===== src/hw/rtl/deque_with_reverse_top_macros.svh =====
// assertion macros shared by the deque modules
`ifndef DEQUE_WITH_REVERSE_TOP_MACROS_SVH
`define DEQUE_WITH_REVERSE_TOP_MACROS_SVH

// same-cycle implication, checked out of reset
`define DWR_ASSERT_IMP(lbl, ante, cons, msg) \
    lbl: assert property (@(posedge aclk) disable iff (!aresetn) (ante) |-> (cons)) \
        else $error(msg);

// next-cycle implication, checked out of reset
`define DWR_ASSERT_NXT(lbl, ante, cons, msg) \
    lbl: assert property (@(posedge aclk) disable iff (!aresetn) (ante) |=> (cons)) \
        else $error(msg);

`endif


===== src/hw/rtl/dwr_pkg.sv =====
// shared types and constants of the deque with reverse
`default_nettype none

package dwr_pkg;

    // ring geometry
    localparam int DEPTH  = 1024;
    localparam int ADDR_W = (DEPTH > 1) ? $clog2(DEPTH) : 1;
    localparam int CNT_W  = $clog2(DEPTH + 1);
    localparam int SUM_W  = CNT_W + 1;
    localparam int WORD_W = 32;

    // request codes
    typedef enum logic [2:0] {
        REQ_POP_BACK   = 3'd0,
        REQ_POP_FRONT  = 3'd1,
        REQ_REVERSE    = 3'd2,
        REQ_PUSH_BACK  = 3'd3,
        REQ_PUSH_FRONT = 3'd4
    } req_code_t;

    // result status codes
    typedef enum logic [1:0] {
        ST_POPPED = 2'd0,
        ST_EMPTY  = 2'd1,
        ST_FULL   = 2'd2
    } status_code_t;

    // controller states
    typedef enum logic [1:0] {
        S_IDLE,
        S_EXEC,
        S_RDWAIT,
        S_EMIT
    } state_t;

    // controller to datapath
    typedef struct packed {
        logic load_req;
        logic in_exec;
        logic do_op;
        logic load_out;
    } dp_cmd_t;

    // datapath to controller
    typedef struct packed {
        logic is_pop;
        logic is_push;
        logic is_rev;
        logic empty;
        logic full;
        logic out_free;
    } dp_stat_t;

endpackage

`default_nettype wire


===== src/hw/rtl/dwr_ctrl.sv =====
// request sequencer of the deque
`default_nettype none
`include "deque_with_reverse_top_macros.svh"

module dwr_ctrl import dwr_pkg::*; (
    input  wire logic     aclk,
    input  wire logic     aresetn,
    input  wire logic     s_valid,
    output logic          s_ready,
    input  wire dp_stat_t stat,
    output dp_cmd_t       cmd
);

    state_t state_reg, state_next;

    // state register
    always_ff @(posedge aclk) begin
        if (!aresetn) begin
            state_reg <= S_IDLE;
        end else begin
            state_reg <= state_next;
        end
    end

    // next state and commands
    always_comb begin
        state_next = state_reg;
        cmd        = '0;
        s_ready    = 1'b0;
        unique case (state_reg)
            S_IDLE: begin
                s_ready      = 1'b1;
                cmd.load_req = s_valid;
                if (s_valid) begin
                    state_next = S_EXEC;
                end
            end
            S_EXEC: begin
                cmd.in_exec = 1'b1;
                priority if (stat.is_pop && !stat.empty) begin
                    cmd.do_op  = 1'b1;
                    state_next = S_RDWAIT;
                end else if (stat.is_pop || (stat.is_push && stat.full)) begin
                    state_next = S_EMIT;
                end else begin
                    cmd.do_op  = stat.is_push || stat.is_rev;
                    state_next = S_IDLE;
                end
            end
            S_RDWAIT: begin
                state_next = S_EMIT;
            end
            S_EMIT: begin
                if (stat.out_free) begin
                    cmd.load_out = 1'b1;
                    state_next   = S_IDLE;
                end
            end
            default: begin
                state_next = S_IDLE;
            end
        endcase
    end

    // sequencing checks
    `DWR_ASSERT_NXT(a_accept_exec, s_valid && s_ready, state_reg == S_EXEC, "accept must execute")
    `DWR_ASSERT_NXT(a_read_emit, state_reg == S_RDWAIT, state_reg == S_EMIT, "read must emit")
    `DWR_ASSERT_IMP(a_emit_load, cmd.load_out, state_reg == S_EMIT && stat.out_free,
                    "result loaded outside emit")

endmodule

`default_nettype wire


===== config.mk =====
export PLATFORM = sky130hd
export DESIGN_NAME = dwr_ctrl
export DESIGN_NICKNAME = d
export VERILOG_FILES = /design/src/hw/rtl/dwr_pkg.sv /design/src/hw/rtl/dwr_ctrl.sv
export VERILOG_INCLUDE_DIRS = /design/src /design/src/hw/rtl
export SDC_FILE = /design/constraint.sdc
export NUM_CORES = 1
export LEC_CHECK = 0
export BUFFER_PORTS_ARGS = -buffer_cell sky130_fd_sc_hd__buf_2
export CORE_AREA = 2 2 39 41
export CTS_BUF_LIST = sky130_fd_sc_hd__clkbuf_2
export DETAILED_ROUTE_END_ITERATION = 8
export DIE_AREA = 0 0 41 43
export MAX_ROUTING_LAYER = met4
export RECOVER_POWER = 25
export SYNTH_ARGS = -nofsm -noshare
export SYNTH_HDL_FRONTEND = slang
export SYNTH_SLANG_ARGS = --single-unit

===== constraint.sdc =====
create_clock -name aclk -period 1.8 [get_ports aclk]
set_clock_uncertainty 0.05 [all_clocks]
set_input_delay 0.09 -clock aclk [delete_from_list [all_inputs] [get_ports aclk]]
set_output_delay 0.09 -clock aclk [all_outputs]
set_load 0.05 [all_outputs]

==> impl_metrics.ini <==
[outcome]
status = finished, final reports clean

[global_route]
met2_usage = 0.0594
grt_pass1_vias = 150
grt_first_pass_wirelength_um = 483
gr-max-usage-layer = met2
antenna_found_initial = 0
grt_max_degree = 6
grt_usage = 0.0472
use_met1 = 0.0382
use_met3 = 0.0471
grt_overflow = 0

[layout]
final_cell_mix = 13 x buf_2, 3 x nand2_1, 3 x clkbuf_2
seqCellArea_um2 = 40.0
finalNetCount = 46
antenna_cells = 0
finish.utilization = 0.175
multi_input_area_um2 = 97.6
layout-drive-gt1-share = 0.543
area_growth_pct = 66.4
num-fill-cells = 161
final_common_cell = buf_2

[clock_tree]
cts_buffer_depth = 2
cts_resized = 0
cts_tree = done
numCtsBuffers = 3
cts_hold_buf = 0
clk_pin_slew_ns = 0.03
h-tree-depth = 1
cts_root_buf = clkbuf_2
clock_sink_count = 2
cts_setup_buffers = 0
clock_latency_ns = 0.18

[pwr]
seqPwrFrac = 0.257
vdd_drop_max_mv = 0.268
p_leak_nw = 0.140
combPwrFrac = 0.426
power.total_mw = 0.213
cell_internal_pwr_mw = 0.121
swShare = 0.431
clockPowerShare = 0.316
p_sw_mw = 0.0917
powerDensity_nw_per_um2 = 881

[floorplan]
die_area_um2 = 1760
die_x_um = 41
die_h_um = 43
pin_count = 14
core.rowCount = 14
core_um2 = 1380
start_util = 0.105

[min_path]
min_path_type = in2reg
holdCritStartpoint = s_valid

[critical_path]
path_cells = and2b_1 -> nand2_1 -> a21oi_2 -> buf_2
critPathKind = reg2out
crit_family = flip-flops
crit_slowest_cell = dfxtp_1
required_ns = 1.66
end_kind = output port
startpoint_type = flip-flop
cp_num_buf_inv = 1
cp_data_arrival_time_ns = 1.16
slowest_delay_ns = 0.32
crit_fanout = 5

[sta]
maxSlewViolCount = 0
rsz0062_at_grt = no
setup_slack_ns = 0.498
finalCritPeriodShare = 0.723
hold_violations = 0
tightest_slew_ns = 0.250
setup_viol = 0
fin_crit_ns = 1.30
max_slew_margin = 0.835
tns_ns = 0
fmax_mhz = 768
whs_ns = 0.132

[detailed_routing]
ant_nets = 0
viasPerCell = 3.84
drtIter0Drc = 0
dr.pass1.iters = 1
wirelength_um = 391
vias = 196
wl_per_cell_um = 7.67
drc = 0

[yosys]
synth_area_um2 = 145
ys.warnings.count = 0
synth_fp_nets = 28
syn_inst = 19
ys_types = 14
synth-seq-area-share = 0.276
synth.avg_cell_area_um2 = 7.64
ys_ff_latch = 2

[placement]
gp_congestion = 0.716
io_buffer_count = 13
pre_cts_ws_ns = 0.689

[job]
cap_violations = 0
## worst min-delay path, cell delays in order
cell and delay [ns]:
buf_2 0.09, nor3_1 0.04, nor3_2 0.09
## logic make-up (layout without fill, tap and decap cells)
logic type             count (synthesis)  in the layout  synth area share
AO/OA/AOI/OAI                          5              5             0.224
flip-flops                             2              2             0.276
buffers and inverters                  1             17            0.0258
AND/OR/NAND/NOR                       11             11             0.474
## final cells by class
cell class,instances,area share
clock buffer,3,0.0622
inverter,1,0.0155
multi-input combinational,16,0.404
sequential,2,0.166
tap,16,0.0829
timing repair buffer,13,0.269
## cells in the mapped netlist, drive strengths merged
cell type | instances | area, µm²
and2b | 1 | 7.51
nor3 | 2 | 15.0
nand2 | 3 | 11.3
and3 | 1 | 7.51
o21ai | 1 | 5.00
o211a | 1 | 10.0
nor2 | 2 | 7.51
a21o | 1 | 7.51
dfxtp | 2 | 40.0
and2 | 1 | 6.26
nand2b | 1 | 13.8
a21oi | 2 | 10.0
inv | 1 | 3.75
## per-stage QoR
stage               instance area [µm²]  instances
floorplan                           149         19
global placement                    234         48
finish                              241         51
detailed placement                  234         48
global route                        241         51
CTS                                 249         51
## power groups by stage
stage	clock [mW]	sequential (mW)	combinational, mW
2_1_floorplan	0	0.0542	0.0689
4_1_cts	0.0728	0.0548	0.0936
6_report	0.0673	0.0548	0.0907
3_5_place_dp	0	0.0553	0.0935
3_3_place_gp	0	0.0554	0.0926
5_1_grt	0.0774	0.0553	0.0973
## per-layer routing
layer  vias up  part of all wire  wire (µm)
met5         -                 0          0
met2        10              0.40        157
li1         97                 -          -
met1        89              0.47        183
met3         0              0.13         51
met4         0                 0          0
## worst paths after layout
kind	end	slack, ns	depth (start not counted)
worst min-delay path	state_reg[0]	0.13	3
worst max register to register	state_reg[0]	0.81	3
worst max-delay path	cmd[1]	0.50	4
worst min register to register	flip-flop	0.48	2
Note: power is estimated with default switching activity, not from simulation.
